`src/hdl/lfsc_pkg.sv`:
```
package lfsc_pkg;

  // Wheel command limit and steering correction step
  localparam int unsigned SpeedLimit = 150;
  localparam int unsigned CorrStep   = 5;

  // Depth of the command queue between front and back
  localparam int unsigned QueueDepth = 2;

  // APB address width: eight 32-bit registers
  localparam int unsigned AddrW = 5;
  localparam int unsigned DataW = 32;

  // Motion states as they appear on the result word
  typedef enum logic [2:0] {
    MS_FORWARD = 3'd0,
    MS_LEFT    = 3'd1,
    MS_RIGHT   = 3'd2,
    MS_SEARCH  = 3'd3,
    MS_SPIN    = 3'd4,
    MS_STOP    = 3'd5
  } motion_e;

  // Motor frame direction codes
  typedef enum logic [1:0] {
    DIR_FWD  = 2'd0,
    DIR_REV  = 2'd1,
    DIR_LOST = 2'd2
  } dir_e;

  // Line side seen last by the tracker
  typedef enum logic [1:0] {
    SIDE_NONE  = 2'd0,
    SIDE_LEFT  = 2'd1,
    SIDE_RIGHT = 2'd2
  } side_e;

  // Register indexes on the APB port
  typedef enum logic [2:0] {
    REG_STRAIGHT  = 3'd0,
    REG_OUTER     = 3'd1,
    REG_CORR_MIN  = 3'd2,
    REG_CORR_MAX  = 3'd3,
    REG_SEARCH    = 3'd4,
    REG_SPIN      = 3'd5,
    REG_TIMEOUT   = 3'd6,
    REG_OBSTACLE  = 3'd7
  } reg_idx_e;

  // Configuration registers
  typedef struct packed {
    logic [7:0]  straight_speed;
    logic [7:0]  turn_outer_speed;
    logic [7:0]  correction_min;
    logic [7:0]  correction_max;
    logic [7:0]  search_slowdown;
    logic [7:0]  spin_speed;
    logic [7:0]  lost_timeout_ticks;
    logic [15:0] obstacle_echo_us;
  } cfg_t;

  // Classified command handed from front to back
  typedef struct packed {
    motion_e    motion;
    logic       search_left;
    logic       spin_phase;
    logic [7:0] run;
  } cmd_t;

endpackage

```
`src/hdl/lfsc_in_if.sv`:
```
interface lfsc_in_if;
  logic        valid;
  logic        ready;
  logic        left_black;
  logic        right_black;
  logic        echo_valid;
  logic [15:0] echo_us;

  modport source (output valid, left_black, right_black, echo_valid, echo_us, input ready);
  modport sink   (input valid, left_black, right_black, echo_valid, echo_us, output ready);
endinterface

```
`src/hdl/lfsc_out_if.sv`:
```
interface lfsc_out_if;
  logic              valid;
  logic              ready;
  logic [2:0]        motion_state;
  logic signed [8:0] left_wheel;
  logic signed [8:0] right_wheel;
  logic [1:0]        left_dir_code;
  logic [7:0]        left_magnitude;
  logic [1:0]        right_dir_code;
  logic [7:0]        right_magnitude;

  modport source (output valid, motion_state, left_wheel, right_wheel, left_dir_code,
                  left_magnitude, right_dir_code, right_magnitude, input ready);
  modport sink   (input valid, motion_state, left_wheel, right_wheel, left_dir_code,
                  left_magnitude, right_dir_code, right_magnitude, output ready);
endinterface

```
`src/hdl/lfsc_front.sv`:
```
module lfsc_front (
  input  logic           clk_i,
  input  logic           rst_ni,
  lfsc_in_if.sink        in_s,
  input  lfsc_pkg::cfg_t cfg_i,
  input  logic           full_i,
  output logic           push_o,
  output lfsc_pkg::cmd_t cmd_o
);
  import lfsc_pkg::*;

  logic [15:0] lost_ticks_q, lost_ticks_d, lost_inc;
  logic        spin_phase_q, spin_phase_d;
  logic        search_left_q, search_left_d;
  side_e       last_side_q, last_side_d, side;
  logic [7:0]  run_q, run_d;
  logic        obstacle, lost, timed_out;
  motion_e     motion;

  // Take a word whenever the queue has room
  assign in_s.ready = ~full_i;
  assign push_o     = in_s.valid & ~full_i;

  // Classify the word
  assign obstacle  = in_s.echo_valid && (in_s.echo_us != 16'd0)
                     && (in_s.echo_us < cfg_i.obstacle_echo_us);
  assign lost      = in_s.left_black & in_s.right_black;
  assign lost_inc  = (lost_ticks_q == 16'hFFFF) ? lost_ticks_q : lost_ticks_q + 16'd1;
  assign timed_out = lost_inc >= {8'd0, cfg_i.lost_timeout_ticks};
  assign side      = in_s.left_black ? SIDE_LEFT : SIDE_RIGHT;

  // Next tracking state and motion for this word
  always_comb begin
    lost_ticks_d  = lost_ticks_q;
    spin_phase_d  = spin_phase_q;
    search_left_d = search_left_q;
    last_side_d   = last_side_q;
    run_d         = run_q;
    motion        = MS_FORWARD;
    priority if (obstacle) begin
      lost_ticks_d = 16'd0;
      spin_phase_d = 1'b0;
      motion       = MS_STOP;
    end else if (lost) begin
      if (lost_ticks_q == 16'd0) begin
        search_left_d = ~search_left_q;
      end
      lost_ticks_d = lost_inc;
      spin_phase_d = ~spin_phase_q;
      motion       = timed_out ? MS_SPIN : MS_SEARCH;
    end else begin
      lost_ticks_d = 16'd0;
      spin_phase_d = 1'b0;
      if (in_s.left_black || in_s.right_black) begin
        if (side == last_side_q) begin
          run_d = (run_q == 8'hFF) ? run_q : run_q + 8'd1;
        end else begin
          last_side_d = side;
          run_d       = 8'd0;
        end
        motion = in_s.left_black ? MS_LEFT : MS_RIGHT;
      end
    end
  end

  // Hand the classified word to the back
  always_comb begin
    cmd_o.motion      = motion;
    cmd_o.search_left = search_left_d;
    cmd_o.spin_phase  = spin_phase_d;
    cmd_o.run         = run_d;
  end

  // Advance tracking state on each accepted word
  always_ff @(posedge clk_i or negedge rst_ni) begin
    if (!rst_ni) begin
      lost_ticks_q  <= 16'd0;
      spin_phase_q  <= 1'b0;
      search_left_q <= 1'b0;
      last_side_q   <= SIDE_NONE;
      run_q         <= 8'd0;
    end else if (push_o) begin
      lost_ticks_q  <= lost_ticks_d;
      spin_phase_q  <= spin_phase_d;
      search_left_q <= search_left_d;
      last_side_q   <= last_side_d;
      run_q         <= run_d;
    end
  end

endmodule

```
`src/hdl/lfsc_fifo.sv`:
```
module lfsc_fifo #(
  parameter int unsigned Depth = lfsc_pkg::QueueDepth
) (
  input  logic           clk_i,
  input  logic           rst_ni,
  input  logic           push_i,
  input  lfsc_pkg::cmd_t data_i,
  output logic           full_o,
  input  logic           pop_i,
  output logic           empty_o,
  output lfsc_pkg::cmd_t data_o
);
  import lfsc_pkg::*;

  localparam int unsigned PtrW = (Depth > 1) ? $clog2(Depth) : 1;
  localparam int unsigned CntW = $clog2(Depth + 1);

  cmd_t            mem_q [Depth];
  logic [PtrW-1:0] wr_ptr_q, rd_ptr_q;
  logic [CntW-1:0] count_q;
  logic            do_push, do_pop;

  assign full_o  = (count_q == CntW'(Depth));
  assign empty_o = (count_q == '0);
  assign do_push = push_i & ~full_o;
  assign do_pop  = pop_i & ~empty_o;
  assign data_o  = mem_q[rd_ptr_q];

  // Store the incoming word
  always_ff @(posedge clk_i) begin
    if (do_push) begin
      mem_q[wr_ptr_q] <= data_i;
    end
  end

  // Advance pointers and fill count
  always_ff @(posedge clk_i or negedge rst_ni) begin
    if (!rst_ni) begin
      wr_ptr_q <= '0;
      rd_ptr_q <= '0;
      count_q  <= '0;
    end else begin
      if (do_push) begin
        wr_ptr_q <= (wr_ptr_q == PtrW'(Depth - 1)) ? '0 : wr_ptr_q + 1'b1;
      end
      if (do_pop) begin
        rd_ptr_q <= (rd_ptr_q == PtrW'(Depth - 1)) ? '0 : rd_ptr_q + 1'b1;
      end
      if (do_push && !do_pop) begin
        count_q <= count_q + 1'b1;
      end else if (do_pop && !do_push) begin
        count_q <= count_q - 1'b1;
      end
    end
  end

endmodule

```
`src/hdl/lfsc_back.sv`:
```
module lfsc_back (
  input  logic           clk_i,
  input  logic           rst_ni,
  input  lfsc_pkg::cfg_t cfg_i,
  input  logic           empty_i,
  input  lfsc_pkg::cmd_t cmd_i,
  output logic           pop_o,
  lfsc_out_if.source     out_s
);
  import lfsc_pkg::*;

  localparam logic signed [9:0] Lim = 10'(SpeedLimit);

  logic signed [9:0] straight, outer, slow, spin, ls, rs;
  logic [10:0]       corr_sum;
  logic [7:0]        diff;
  logic signed [8:0] ls_c, rs_c;
  logic              lost_frame, load;

  logic              valid_q;
  motion_e           motion_q;
  logic signed [8:0] ls_q, rs_q;
  dir_e              ldir_q, rdir_q;
  logic [7:0]        lmag_q, rmag_q;

  // Load the output word when it is empty or being taken
  assign load  = ~valid_q | out_s.ready;
  assign pop_o = load & ~empty_i;

  // Operand forms of the registers
  assign straight = {2'b00, cfg_i.straight_speed};
  assign outer    = {2'b00, cfg_i.turn_outer_speed};
  assign spin     = {2'b00, cfg_i.spin_speed};
  assign slow     = straight - {2'b00, cfg_i.search_slowdown};

  // Correction grows with the run on the same side, capped
  assign corr_sum = {3'b000, cfg_i.correction_min} + {1'b0, cmd_i.run, 2'b00}
                    + {3'b000, cmd_i.run};
  assign diff     = (corr_sum > {3'b000, cfg_i.correction_max}) ? cfg_i.correction_max
                                                                : corr_sum[7:0];

  // Wheel commands per motion state
  always_comb begin
    ls = '0;
    rs = '0;
    unique case (cmd_i.motion)
      MS_FORWARD: begin
        ls = straight;
        rs = straight;
      end
      MS_LEFT: begin
        ls = outer - {2'b00, diff};
        rs = outer;
      end
      MS_RIGHT: begin
        ls = outer;
        rs = outer - {2'b00, diff};
      end
      MS_SEARCH: begin
        ls = cmd_i.search_left ? slow : straight;
        rs = cmd_i.search_left ? straight : slow;
      end
      MS_SPIN: begin
        ls = cmd_i.spin_phase ? spin : -spin;
        rs = cmd_i.spin_phase ? -spin : spin;
      end
      default: begin
        ls = '0;
        rs = '0;
      end
    endcase
  end

  // Clamp to the speed limit
  assign ls_c = (ls > Lim) ? 9'(Lim) : (ls < -Lim) ? 9'(-Lim) : ls[8:0];
  assign rs_c = (rs > Lim) ? 9'(Lim) : (rs < -Lim) ? 9'(-Lim) : rs[8:0];
  assign lost_frame = (cmd_i.motion == MS_SEARCH) || (cmd_i.motion == MS_SPIN);

  // Hold the result word until taken
  always_ff @(posedge clk_i or negedge rst_ni) begin
    if (!rst_ni) begin
      valid_q <= 1'b0;
    end else if (load) begin
      valid_q <= ~empty_i;
    end
  end

  always_ff @(posedge clk_i) begin
    if (pop_o) begin
      motion_q <= cmd_i.motion;
      ls_q     <= ls_c;
      rs_q     <= rs_c;
      ldir_q   <= lost_frame ? DIR_LOST : (ls_c[8] ? DIR_REV : DIR_FWD);
      rdir_q   <= lost_frame ? DIR_LOST : (rs_c[8] ? DIR_REV : DIR_FWD);
      lmag_q   <= ls_c[8] ? 8'(-ls_c) : ls_c[7:0];
      rmag_q   <= rs_c[8] ? 8'(-rs_c) : rs_c[7:0];
    end
  end

  assign out_s.valid           = valid_q;
  assign out_s.motion_state    = motion_q;
  assign out_s.left_wheel      = ls_q;
  assign out_s.right_wheel     = rs_q;
  assign out_s.left_dir_code   = ldir_q;
  assign out_s.left_magnitude  = lmag_q;
  assign out_s.right_dir_code  = rdir_q;
  assign out_s.right_magnitude = rmag_q;

endmodule

```
`src/hdl/line_follow_steering_controller.sv`:
```
// Steering controller for a two-sensor line follower. Each input word is one sensor tick
// (two line flags and an ultrasonic echo time) and yields exactly one result word: the
// motion state, the signed wheel speeds clamped to +/-150 and the motor frame direction
// codes and magnitudes. A front stage classifies the tick and updates the lost-line and
// side-tracking state in the cycle it is accepted; a two-word queue passes the classified
// tick to a back stage that works out the wheel speeds and holds them in an output
// register. One word is accepted per clock cycle while the queue has room; an accepted
// word is written into the queue and then into the output register, which holds the
// result word until it is taken. Input ready drops only once the queue has filled behind
// a stalled output. Registers are written over APB at byte address 4*index and must only
// be changed while no tick is in flight.
module line_follow_steering_controller #(
  parameter int unsigned QueueDepth = lfsc_pkg::QueueDepth
) (
  input  logic                       clk_i,
  input  logic                       rst_ni,
  lfsc_in_if.sink                    in_s,
  lfsc_out_if.source                 out_s,
  input  logic                       psel,
  input  logic                       penable,
  input  logic                       pwrite,
  input  logic [lfsc_pkg::AddrW-1:0] paddr,
  input  logic [lfsc_pkg::DataW-1:0] pwdata,
  output logic [lfsc_pkg::DataW-1:0] prdata,
  output logic                       pready
);
  import lfsc_pkg::*;

  cfg_t     cfg_q;
  reg_idx_e reg_idx;
  logic     wr_en;
  logic     push, pop, full, empty;
  cmd_t     cmd_in, cmd_out;

  // Register file
  assign pready  = 1'b1;
  assign reg_idx = reg_idx_e'(paddr[AddrW-1:2]);
  assign wr_en   = psel & penable & pwrite;

  always_ff @(posedge clk_i or negedge rst_ni) begin
    if (!rst_ni) begin
      cfg_q.straight_speed     <= 8'd100;
      cfg_q.turn_outer_speed   <= 8'd40;
      cfg_q.correction_min     <= 8'd25;
      cfg_q.correction_max     <= 8'd40;
      cfg_q.search_slowdown    <= 8'd25;
      cfg_q.spin_speed         <= 8'd35;
      cfg_q.lost_timeout_ticks <= 8'd20;
      cfg_q.obstacle_echo_us   <= 16'd706;
    end else if (wr_en) begin
      unique case (reg_idx)
        REG_STRAIGHT: cfg_q.straight_speed     <= pwdata[7:0];
        REG_OUTER:    cfg_q.turn_outer_speed   <= pwdata[7:0];
        REG_CORR_MIN: cfg_q.correction_min     <= pwdata[7:0];
        REG_CORR_MAX: cfg_q.correction_max     <= pwdata[7:0];
        REG_SEARCH:   cfg_q.search_slowdown    <= pwdata[7:0];
        REG_SPIN:     cfg_q.spin_speed         <= pwdata[7:0];
        REG_TIMEOUT:  cfg_q.lost_timeout_ticks <= pwdata[7:0];
        REG_OBSTACLE: cfg_q.obstacle_echo_us   <= pwdata[15:0];
        default:      ;
      endcase
    end
  end

  // Read back
  always_comb begin
    prdata = '0;
    unique case (reg_idx)
      REG_STRAIGHT: prdata = DataW'(cfg_q.straight_speed);
      REG_OUTER:    prdata = DataW'(cfg_q.turn_outer_speed);
      REG_CORR_MIN: prdata = DataW'(cfg_q.correction_min);
      REG_CORR_MAX: prdata = DataW'(cfg_q.correction_max);
      REG_SEARCH:   prdata = DataW'(cfg_q.search_slowdown);
      REG_SPIN:     prdata = DataW'(cfg_q.spin_speed);
      REG_TIMEOUT:  prdata = DataW'(cfg_q.lost_timeout_ticks);
      REG_OBSTACLE: prdata = DataW'(cfg_q.obstacle_echo_us);
      default:      prdata = '0;
    endcase
  end

  lfsc_front u_front (
    .clk_i  (clk_i),
    .rst_ni (rst_ni),
    .in_s   (in_s),
    .cfg_i  (cfg_q),
    .full_i (full),
    .push_o (push),
    .cmd_o  (cmd_in)
  );

  lfsc_fifo #(
    .Depth (QueueDepth)
  ) u_fifo (
    .clk_i   (clk_i),
    .rst_ni  (rst_ni),
    .push_i  (push),
    .data_i  (cmd_in),
    .full_o  (full),
    .pop_i   (pop),
    .empty_o (empty),
    .data_o  (cmd_out)
  );

  lfsc_back u_back (
    .clk_i   (clk_i),
    .rst_ni  (rst_ni),
    .cfg_i   (cfg_q),
    .empty_i (empty),
    .cmd_i   (cmd_out),
    .pop_o   (pop),
    .out_s   (out_s)
  );

  // A stop word carries no wheel motion
  a_stop_still: assert property (@(posedge clk_i) disable iff (!rst_ni)
    out_s.valid && (out_s.motion_state == MS_STOP)
    |-> (out_s.left_wheel == 9'sd0) && (out_s.right_wheel == 9'sd0))
    else $error("stop word with nonzero wheel speed");

  // Lost states always send the lost direction code on both wheels
  a_lost_frame: assert property (@(posedge clk_i) disable iff (!rst_ni)
    out_s.valid && ((out_s.motion_state == MS_SEARCH) || (out_s.motion_state == MS_SPIN))
    |-> (out_s.left_dir_code == DIR_LOST) && (out_s.right_dir_code == DIR_LOST))
    else $error("lost state without lost direction code");

  // Magnitudes never exceed the speed limit
  a_mag_limit: assert property (@(posedge clk_i) disable iff (!rst_ni)
    out_s.valid |-> (out_s.left_magnitude <= 8'(SpeedLimit))
                    && (out_s.right_magnitude <= 8'(SpeedLimit)))
    else $error("wheel magnitude above limit");

  // Input back-pressure only follows a stalled output
  a_backpressure: assert property (@(posedge clk_i) disable iff (!rst_ni)
    !in_s.ready |-> $past(out_s.valid && !out_s.ready))
    else $error("input stalled without output stall");

endmodule

```
`src/flat_wrapper.sv`:
```
// flat-port wrapper written by rule: the top's interface ports become plain ports
module line_follow_steering_controller_flat import lfsc_pkg::*;
#(
  parameter int unsigned QueueDepth = lfsc_pkg::QueueDepth
)
  (clk_i, rst_ni, psel, penable, pwrite, paddr, pwdata, prdata, pready, in_s_valid, in_s_left_black, in_s_right_black, in_s_echo_valid, in_s_echo_us, in_s_ready, out_s_valid, out_s_motion_state, out_s_left_wheel, out_s_right_wheel, out_s_left_dir_code, out_s_left_magnitude, out_s_right_dir_code, out_s_right_magnitude, out_s_ready);
  lfsc_in_if in_s_i ();
  lfsc_out_if out_s_i ();
  input  logic clk_i;
  input  logic rst_ni;
  input  logic psel;
  input  logic penable;
  input  logic pwrite;
  input  logic [lfsc_pkg::AddrW-1:0] paddr;
  input  logic [lfsc_pkg::DataW-1:0] pwdata;
  output logic [lfsc_pkg::DataW-1:0] prdata;
  output logic pready;
  input wire logic [$bits(in_s_i.valid)-1:0] in_s_valid;
  input wire logic [$bits(in_s_i.left_black)-1:0] in_s_left_black;
  input wire logic [$bits(in_s_i.right_black)-1:0] in_s_right_black;
  input wire logic [$bits(in_s_i.echo_valid)-1:0] in_s_echo_valid;
  input wire logic [$bits(in_s_i.echo_us)-1:0] in_s_echo_us;
  output wire logic [$bits(in_s_i.ready)-1:0] in_s_ready;
  output wire logic [$bits(out_s_i.valid)-1:0] out_s_valid;
  output wire logic [$bits(out_s_i.motion_state)-1:0] out_s_motion_state;
  output wire logic [$bits(out_s_i.left_wheel)-1:0] out_s_left_wheel;
  output wire logic [$bits(out_s_i.right_wheel)-1:0] out_s_right_wheel;
  output wire logic [$bits(out_s_i.left_dir_code)-1:0] out_s_left_dir_code;
  output wire logic [$bits(out_s_i.left_magnitude)-1:0] out_s_left_magnitude;
  output wire logic [$bits(out_s_i.right_dir_code)-1:0] out_s_right_dir_code;
  output wire logic [$bits(out_s_i.right_magnitude)-1:0] out_s_right_magnitude;
  input wire logic [$bits(out_s_i.ready)-1:0] out_s_ready;
  assign in_s_i.valid = in_s_valid;
  assign in_s_i.left_black = in_s_left_black;
  assign in_s_i.right_black = in_s_right_black;
  assign in_s_i.echo_valid = in_s_echo_valid;
  assign in_s_i.echo_us = in_s_echo_us;
  assign in_s_ready = in_s_i.ready;
  assign out_s_valid = out_s_i.valid;
  assign out_s_motion_state = out_s_i.motion_state;
  assign out_s_left_wheel = out_s_i.left_wheel;
  assign out_s_right_wheel = out_s_i.right_wheel;
  assign out_s_left_dir_code = out_s_i.left_dir_code;
  assign out_s_left_magnitude = out_s_i.left_magnitude;
  assign out_s_right_dir_code = out_s_i.right_dir_code;
  assign out_s_right_magnitude = out_s_i.right_magnitude;
  assign out_s_i.ready = out_s_ready;
  line_follow_steering_controller #(.QueueDepth(QueueDepth)) u_core (.clk_i(clk_i), .rst_ni(rst_ni), .in_s(in_s_i), .out_s(out_s_i), .psel(psel), .penable(penable), .pwrite(pwrite), .paddr(paddr), .pwdata(pwdata), .prdata(prdata), .pready(pready));
endmodule
```
`config.mk`:
```
export PLATFORM = sky130hd
export DESIGN_NAME = line_follow_steering_controller_flat
export DESIGN_NICKNAME = d
export VERILOG_FILES = /design/src/hdl/lfsc_pkg.sv /design/src/hdl/lfsc_in_if.sv /design/src/hdl/lfsc_out_if.sv /design/src/hdl/lfsc_front.sv /design/src/hdl/lfsc_fifo.sv /design/src/hdl/lfsc_back.sv /design/src/hdl/line_follow_steering_controller.sv /design/src/flat_wrapper.sv
export SDC_FILE = /design/constraint.sdc
export NUM_CORES = 1
export LEC_CHECK = 0
export BUFFER_PORTS_ARGS = -buffer_cell sky130_fd_sc_hd__buf_2
export CORE_ASPECT_RATIO = 0.9
export CORE_MARGIN = 2
export CORE_UTILIZATION = 45
export DETAILED_ROUTE_END_ITERATION = 12
export HOLD_SLACK_MARGIN = 0.12
export PLACE_DENSITY_LB_ADDON = 0.1
export SLEW_MARGIN = 20
export SYNTH_ARGS = -nofsm -noshare
export SYNTH_HDL_FRONTEND = slang
export SYNTH_SLANG_ARGS = --single-unit
```
`constraint.sdc`:
```
create_clock -name clk_i -period 12.6 [get_ports clk_i]
set_input_delay 2.52 -clock clk_i [delete_from_list [all_inputs] [get_ports clk_i]]
set_output_delay 2.52 -clock clk_i [all_outputs]
set_load 0.01 [all_outputs]
```
Yosys cells after proc, flatten, opt, wreduce, memory -nomap -nowiden. Memory sizes are Yosys's and may differ from the RTL's. Index checks and enable logic that the tools add are counted.

Bits in registers: 146. Bits in writable memories: 26. Word-level logic and storage cells: 140. Memories: 1.

Add/subtract/negate cells: 13. $lt $le $gt $ge: 7. Equality and inequality tests: 15. Muxes and demuxes: 41. Bitwise operators: 16. Reductions and logical operators: 23.

Memories: u_core.u_fifo.mem_q (depth 2, width 13, rd ports 1, clocked after memory_dff 0, write ports 1, RTL line lfsc_fifo.sv:18) `cmd_t mem_q [Depth];`.

Operator list (count): 32-bit one-hot mux with 8 select lines (1); 10-bit one-hot mux with 5 select lines (2); 8-bit two-way mux (8); 16-bit two-way mux (3); 10-bit two-way mux (4); 9-bit two-way mux (4); 10-bit by 9-bit greater-than comparator with 1-bit output (second input constant) (2); 10-bit by 9-bit less-than comparator with 1-bit output (second input constant) (2); 8-bit by 8-bit subtractor with 9-bit output (2); 16-bit by 1-bit adder with 16-bit output (second input constant) (1); 16-bit equality test (second input constant) (1); 16-bit by 8-bit greater-or-equal comparator with 1-bit output (1); 16-bit zero test (1); 16-bit less-than comparator (1); 8-bit negation (2); 2-bit AND reduction (8); 16-bit nonzero test (1); 3-bit equality test (second input constant) (5); 3-bit by 2-bit equality test with 1-bit output (second input constant) (4); 11-bit by 8-bit adder with 11-bit output (1); 8-bit by 10-bit adder with 11-bit output (1); 11-bit by 8-bit greater-than comparator with 1-bit output (1); 1-bit two-way mux (11); 2-bit two-way mux (5); other kinds (20) (43).

Depth between registers and ports, before layout. Gate-level depths: netlist (run 1). An unclocked memory read counts as a cell.

Depth after elaboration: 12. Gate-level depth with buffers: 41. Gate-level depth less buffers: 36.

Hierarchy. From an unflattened synthesis (run 1), not the netlist that was laid out.

Cell total of the unflattened synthesis: 1216. Area total of the unflattened synthesis: 12223.0 µm².

Modules (own cells, without submodules): lfsc_back (times used 1, cells each 541, area an instance 4690.7 µm², seq. area each 1166.1 µm²); line_follow_steering_controller (times used 1, cells each 263, area an instance 3573.4 µm², seq. area each 1829.3 µm²); lfsc_front (times used 1, cells each 353, area an instance 2790.2 µm², seq. area each 700.7 µm²); lfsc_fifo (times used 1, cells each 59, area an instance 1168.6 µm², seq. area each 880.8 µm²).

Worst setup path after synthesis (run 1). No wires, ideal clock.

Path kind: reg2reg. Start: register u_core.u_fifo.rd_ptr_q. End: register u_core.u_back.lmag_q[6] (netlist: u_core.u_back.out_s.left_magnitude[6]) (data pin). Arrival time: 7.530 ns. Setup slack: 4.917 ns. Cell stages (with the launch flop): 37. Clock period less this slack: 7.683 ns. Cells stage by stage: dfrtp_1 buf_6 buf_4 clkbuf_1 mux2i_1 fa_1 fa_1 inv_1 ha_1 o21a_1 o21a_1 o21a_1 o21a_1 o21a_1 o21a_1 o22ai_1 nand4b_1 clkbuf_1 mux2_2 ha_1 inv_1 fa_1 a211oi_1 o21a_1 o21a_1 o21ai_0 o21ai_0 a31oi_2 o21ai_0 a211oi_2 nand3b_4 inv_1 ha_1 nand3_1 nor3_1 or4_1 o21ai_0.

Cells in the longest elaborated chain, start to end: 12. Elaborated cells on any way between the ends: 20. Those cells by class: add/sub: 4; order compare: 3; eq/ne: 4; mux: 7; reduce/logical: 1; memory: 1.

Ends and longest elaborated chain: start, declared (RTL line lfsc_fifo.sv:19) `logic [PtrW-1:0] wr_ptr_q, rd_ptr_q;`; start signal, assigned (RTL line lfsc_fifo.sv:47) `rd_ptr_q <= (rd_ptr_q == PtrW'(Depth - 1)) ? '0 : rd_ptr_q + 1'b1;`; memory 2 x 13 bit *; 8-bit by 10-bit adder with 11-bit output (RTL line lfsc_back.sv:37) `assign corr_sum = {3'b000, cfg_i.correction_min} + {1'b0, cmd_i.run, 2'b00}`; 11-bit by 8-bit adder with 11-bit output (RTL line lfsc_back.sv:38) `+ {3'b000, cmd_i.run};`; 11-bit by 8-bit greater-than comparator with 1-bit output (RTL line lfsc_back.sv:39) `assign diff = (corr_sum > {3'b000, cfg_i.correction_max}) ? cfg_i.correction_max`; 8-bit two-way mux (RTL line lfsc_back.sv:39); 8-bit by 8-bit subtractor with 9-bit output (RTL line lfsc_back.sv:52) `ls = outer - {2'b00, diff};`; 10-bit one-hot mux with 5 select lines * (RTL line lfsc_back.sv:46) `unique case (cmd_i.motion)`; 10-bit by 9-bit less-than comparator with 1-bit output (RTL line lfsc_back.sv:75) `assign ls_c = (ls > Lim) ? 9'(Lim) : (ls < -Lim) ? 9'(-Lim) : ls[8:0];`; 9-bit two-way mux (RTL line lfsc_back.sv:75); 9-bit two-way mux * (RTL line lfsc_back.sv:75); named net u_core.u_back.ls_c[1] (RTL line lfsc_back.sv:17) `logic signed [8:0] ls_c, rs_c;`; 8-bit negation * (RTL line lfsc_back.sv:95) `lmag_q <= ls_c[8] ? 8'(-ls_c) : ls_c[7:0];`; 8-bit two-way mux * (RTL line lfsc_back.sv:95); end signal, assigned (RTL line lfsc_back.sv:95); end, declared (RTL line lfsc_back.sv:24) `logic [7:0] lmag_q, rmag_q;`.

The timed path passes the listed nets; every way through them passes the cells marked *. A chain may end at the register's enable or synchronous reset.

Worst setup path in the final report (run 1). Same ends and word-level chain as after synthesis.

==> impl_metrics.ini, run 1 <==
[floorplan]
die_w_um = 172.8
core_area_um2 = 25190
die_area_um2 = 26950
die_h_um = 156.0
start_util_pct = 45.84
ioPinCount = 139
rows = 55

[synth]
synth-xor-area-share_pct = 2.731
ys_seq_area_share_pct = 39.64
async_flop_share_pct = 62.13
synth_fa_ha_area_share_pct = 8.584
ys_types = 91
synth-simple-area-share_pct = 15.99
synthMuxAreaShare_pct = 7.619
netlist_area_um2 = 11540
ys_warn_count = 0
synth_top_family_by_area = compound AO/OA/AOI/OAI gates
synthTopCellsByCount = 138 x nand2_1, 94 x o21ai_0, 91 x inv_1
synth_edf_count = 64
synth_compound_area_share_pct = 19.26
synth_cells = 1232
yosys-top-cells-area = dfrtp_1 18%, edfxtp_1 17%, ha_1 6.9%
syn_area_per_cell_um2 = 9.371
synth.most_common_cell = nand2_1
synth_ff_type = dfrtp_1
synth_top_area_share_pct = 17.99
yosys.area.top_type = dfrtp_1
ys_ff_latch = 169

[layout]
fin_nets = 1453
drive_above_1_share_pct = 18.35
n_antenna_cell = 0
stdcell_area_um2 = 12850
fillCellCount = 2385
area_delta_synth_final_pct = 11.35

[grt]
grt_pass1_wl_mm = 51.22
track_usage_pct = 24.49
grt_max_degree = 81
overflow = 0
antenna_found_initial = 0
grt_pass1_vias = 8856

[clocking]
clk_latency_ns = 0.43
clock_sink_count = 169
cts_tree = yes
ctsHoldBuffers = 0
clk_pin_slew_worst_paths_ns = 0.07
h-tree-depth = 4
clockRootBuffer = clkbuf_16
cts_setup_buffers = 0
cts_made_buffers = 17
cts.repair.resized = 0
cts_buffer_depth = 2

[timing]
period_needed_ns = 8.988
fin_crit_sh_pct = 71.33
clock_skew_ns = 0.01236
tns_ns = 0
hold_viol_final = 0
setup_violations = 0
rsz0062_at_grt = no
hold_slack_ns = 0.4921
max_freq_ghz = 0.1113
slew_headroom_pct = 29.72
worst_slew_pin_slew_ns = 1.051
drv_slew = 0

[placed_design]
post_dp_cell_area_um2 = 12290
numPortBuffers = 103
gp_congestion = 0.9338
dp_hpwl_mm = 24.38

[power_and_ir_drop]
p_per_area_nw_per_um2 = 261.9
p_leak_nw = 5.721
ir_drop_v = 0.00009674

[worst_setup_path]
r2r_slack_ns = 3.61
worstPathRequired_ns = 12.85
crit_slowest_cell = a211oi_2
cp.arrival_ns = 9.24
crit_path_start_kind = flip-flop
crit_path_max_incr_delay_ns = 0.70
crit_fanout = 14
cp_common_cell = o21a_1
endpoint_kind = flip-flop
critPathKind = reg -> reg

[drt]
num_vias = 9538
wl_per_cell_um = 19.46
via_per_inst = 5.705
drt_iter0_drc = 930
dr.pass1.iters = 6
antenna_left = 0
drc = 0
drt-total-wl_mm = 32.54

[run_status]
status = finished clean

[hold_path]
hp-class = reg -> reg

[run]
drv_cap = 0
cell families after synthesis:
| family | after synthesis |
|---|---|
| xor+xnor | 36 |
| mux | 74 |
| other cells | 2 |
| fa+ha+maj | 74 |
| simple gates | 383 |
| flops | 169 |
| buf+inv | 159 |
| compound gates | 335 |
routing by layer:
layer	wire (µm)	GRT usage, %
met1	15710	36.54
met2	14030	36.65
met3	2347	4.800
met4	445	5.650
met5	0	0
cell usage in the layout (no fill, tap or decap), types with 7 or more instances in the layout:
cell	count
buf_4	10
o21ai_0	93
dfstp_2	22
o211ai_1	8
fa_1	9
nor2b_1	12
o22ai_1	15
nand2_1	138
ha_1	64
xor2_1	19
nor2_1	80
nand2b_1	15
a21o_1	21
a22o_1	14
nor3_1	30
mux2i_1	20
dfrtp_1	83
conb_1	17
a221oi_1	13
clkbuf_16	18
o21a_1	25
nand3_1	25
mux2_2	47
and3_1	8
a31oi_1	9
nand4_1	15
buf_2	102
inv_1	91
and2_1	7
edfxtp_1	64
a21oi_1	60
a211oi_1	8
xnor2_1	17
nor4_1	12
report_power, final:
group	switching (W)	total, W	leakage, nW	internal, W
sequential	0.000116	0.000928	1.89	0.000812
combinational	0.00115	0.00192	3.55	0.000769
clock	0.000240	0.000519	0.284	0.000279
worst max-delay path: cells and delay by family, from the launching register on:
kind	cells	cell delay, ns
xor+xnor	1	0.21
mux	2	0.85
fa+ha+maj	6	1.67
simple gates	5	1.35
compound gates	16	3.94
flops	1	0.57
buf+inv	3	0.20
area by class of cell:
cell class | count | area [µm²] | area share, %
multi-input cells | 919 | 6324 | 49.19
repair buffers | 113 | 596.8 | 4.643
well taps | 342 | 427.9 | 3.329
inverters | 97 | 366.6 | 2.852
clock buffers | 22 | 485.5 | 3.777
clock inverters | 10 | 77.57 | 0.6035
flip-flops and latches | 169 | 4577 | 35.60
path summary, 6_finish.rpt:
path                                                          to                         start  depth (start not counted)
hold reg to reg                     u_core.u_front.search_left_q  u_core.u_front.search_left_q                          1
setup reg to reg           u_core.u_back.out_s.left_magnitude[6]        u_core.u_fifo.rd_ptr_q                         33
setup / recovery           u_core.u_back.out_s.left_magnitude[6]        u_core.u_fifo.rd_ptr_q                         33
min in group asynchronous         u_core.u_front.lost_ticks_q[8]                        rst_ni                          1
hold / removal                      u_core.u_front.search_left_q  u_core.u_front.search_left_q                          1
max in group asynchronous                       u_core.cfg_q[39]                        rst_ni                          2
per-stage QoR:
stage | util, % | power (W) | setup slack [ns] | instances
CTS | 51.01 | 0.003357 | 3.734 | 1672
global route | 51.04 | 0.003628 | 2.947 | 1672
floorplan | - | 0.002338 | 4.917 | 1247
finish | 51.04 | 0.003366 | 3.612 | 1672
global placement | 48.78 | 0.002803 | 3.923 | 1640
detailed placement | 48.78 | 0.002825 | 3.771 | 1640
state kept, by name (all words and copies together), names as in the netlist:
signal	flops
u_core.u_fifo.rd_ptr_q	1
u_core.u_front.last_side_q	2
u_core.u_back.out_s.valid	1
u_core.u_front.spin_phase_q	1
u_core.u_back.out_s.motion_state	3
u_core.u_front.lost_ticks_q	16
u_core.u_front.run_q	8
u_core.u_fifo.wr_ptr_q	1
u_core.u_back.out_s.right_wheel	9
u_core.u_back.out_s.left_magnitude	7
u_core.u_back.out_s.left_wheel	9
u_core.u_front.search_left_q	1
u_core.u_fifo.mem_q	26
u_core.u_back.out_s.right_magnitude	7
u_core.u_back.out_s.right_dir_code	1
u_core.cfg_q	72
u_core.u_fifo.count_q	2
u_core.u_back.out_s.left_dir_code	2
(Power assumes the default switching activity.)
==> run 2, diff against run 1 <==
Settings changed: ABC_AREA set to 1.
Clock period 12.6 ns to 9.2 ns, I/O delays scaled along.
==> impl_metrics.ini, run 2 <==
[run_status]
status = finished clean

[drt]
drt-total-wl_mm = 31.35
drt_iter0_drc = 732
wl_per_cell_um = 16.12
drc = 0
antenna_left = 0
via_per_inst = 5.201
num_vias = 10120
dr.pass1.iters = 8

[clocking]
cts.repair.resized = 0
clockRootBuffer = clkbuf_16
cts_buffer_depth = 2
ctsHoldBuffers = 0
clock_sink_count = 169
clk_latency_ns = 0.45
clk_pin_slew_worst_paths_ns = 0.07
cts_setup_buffers = 0
h-tree-depth = 4
cts_made_buffers = 17
cts_tree = yes

[layout]
layout_commonest_cell = nand2_1
reg.largest.list = u_core.cfg_q (72), u_core.u_fifo.mem_q (26), u_core.u_front.lost_ticks_q (16)
largest_reg_flops = 72
fillCellCount = 2480
drive_above_1_share_pct = 14.54
stdcell_area_um2 = 12900
final_cell_mix = 365 x nand2_1, 233 x inv_1, 110 x o21ai_0
fin_nets = 1725
area_delta_synth_final_pct = 12.05
top_register = u_core.cfg_q

[worst_setup_path]
cp.arrival_ns = 7.94
crit_slowest_cell = o21ai_1
cp_common_cell = nand2_1
crit_fanout = 19
critPathKind = reg -> reg
cp_top_family = simple AND/OR/NAND/NOR gates
path_buf_inv = 5
crit_path_max_incr_delay_ns = 0.68
crit_path_start_kind = flip-flop
endpoint_kind = flip-flop
worstPathRequired_ns = 9.39

[timing]
rsz0062_at_grt = no
tns_ns = 0
period_needed_ns = 7.749
setup_violations = 0
drv_slew = 0
slew_headroom_pct = 32.83
clock_skew_ns = 0.01339
max_freq_ghz = 0.1291
hold_viol_final = 0
fin_ws_ns = 1.451
fin_crit_sh_pct = 84.23
worst_slew_pin_slew_ns = 0.9998

[synth]
ys_seq_area_share_pct = 39.74
synth_edf_count = 64
ys_warn_count = 0
synth.most_common_cell = nand2_1
async_flop_share_pct = 62.13
synth_top_area_share_pct = 18.04
synth_ff_type = dfrtp_1
syn_area_per_cell_um2 = 7.713
synthTopCellsByCount = 365 x nand2_1, 233 x inv_1, 110 x o21ai_0
ys_types = 59
yosys-top-cells-area = dfrtp_1 18%, edfxtp_1 17%, nand2_1 12%
yosys.area.top_type = dfrtp_1
netlist_area_um2 = 11520
synth_cells = 1493
ys_ff_latch = 169

[floorplan]
die_w_um = 172.6
rows = 55
die_h_um = 155.8
core_area_um2 = 25120
start_util_pct = 45.85
die_area_um2 = 26890
ioPinCount = 139

[grt]
grt_max_degree = 65
overflow = 0
track_usage_pct = 24.08
grt_pass1_wl_mm = 50.65
antenna_found_initial = 0
grt_pass1_vias = 9620

[power_and_ir_drop]
internal_power_w = 0.002589
p_per_area_nw_per_um2 = 388.3
power.share.clock_pct = 14.9
swShare_pct = 48.32
ir_drop_v = 0.0001718
p_leak_nw = 6.391
switchingPower_w = 0.002421
pwr-share-comb_pct = 59.9
seqPwrFrac_pct = 25.2

[run]
drv_cap = 0

[placed_design]
dp_hpwl_mm = 24.52
gp_congestion = 0.9234
numPortBuffers = 103
place_ws_ns = 1.549
post_dp_cell_area_um2 = 12300

[hold_path]
hp-class = reg -> reg
[run 2: cell types whose count changed after synthesis, sizes merged, moves of 23 or more]
cell and delta:
mux2i -23, nand3 +77, nor2 +39, nand2 +257, inv +148, mux2 -47
[run 2: final cells by class]
cell class                 count  area, µm²  share of cell area, %
sequential                   169       4577                  35.47
inverter                     246      930.9                  7.214
tap                          342      427.9                  3.316
clock buffer                  17      425.4                  3.297
antenna                        1      2.502                0.01939
clock inverter                15      172.7                  1.338
timing repair buffer         108      555.5                  4.305
multi-input combinational   1047       5812                  45.04
[run 2: path summary, 6_finish.rpt]
check                                              start                                     to  slack, ns  cells past startpoint
worst min-delay path            u_core.u_fifo.count_q[0]               u_core.u_fifo.count_q[0]       0.47                      1
worst max register to register    u_core.u_fifo.rd_ptr_q  u_core.u_back.out_s.left_magnitude[2]       1.45                     37
worst min register to register  u_core.u_fifo.count_q[0]               u_core.u_fifo.count_q[0]       0.47                      1
worst max-delay path              u_core.u_fifo.rd_ptr_q  u_core.u_back.out_s.left_magnitude[2]       1.45                     37
max in group asynchronous                         rst_ni               u_core.u_fifo.count_q[0]       6.58                      2
min in group asynchronous                         rst_ni                        u_core.cfg_q[4]       1.38                      1
[run 2: routing by layer]
layer,global-route usage (%),wire [µm]
met1,32.46,14640
met3,3.996,1494
met2,40.18,14690
met4,6.878,522
met5,0,0
[run 2: per-stage QoR]
step / cells / hold WS, ns / power [W] / util, %
final: 1945 / 0.4726 / 0.005010 / 51.37
after detailed placement: 1912 / 0.4664 / 0.004270 / 48.95
after global routing: 1944 / 0.5023 / 0.005543 / 51.36
after CTS: 1944 / 0.4799 / 0.005031 / 51.33
after global placement: 1912 / 0.4634 / 0.004221 / 48.94
after floorplan: 1508 / 0.4458 / 0.003547 / -
[run 2: power groups by stage]
stage	Sequential (W)	Combinational, W	Clock, W
floorplan	0.00129	0.00225	0
global placement	0.00127	0.00295	0
detailed placement	0.00128	0.00299	0
CTS	0.00126	0.00301	0.000764
global route	0.00129	0.00347	0.000789
finish	0.00126	0.00300	0.000747
[run 2: cells by family (layout without fill, tap and decap cells)]
kind of cell	after synthesis	count (layout)	synth area share (%)
other cells	2	18	0.06521
mux	2	2	0.1847
simple gates	696	696	27.35
compound gates	236	236	11.88
xor+xnor	23	23	1.749
fa+ha+maj	73	73	8.518
flops	169	169	39.74
buf+inv	292	386	10.52
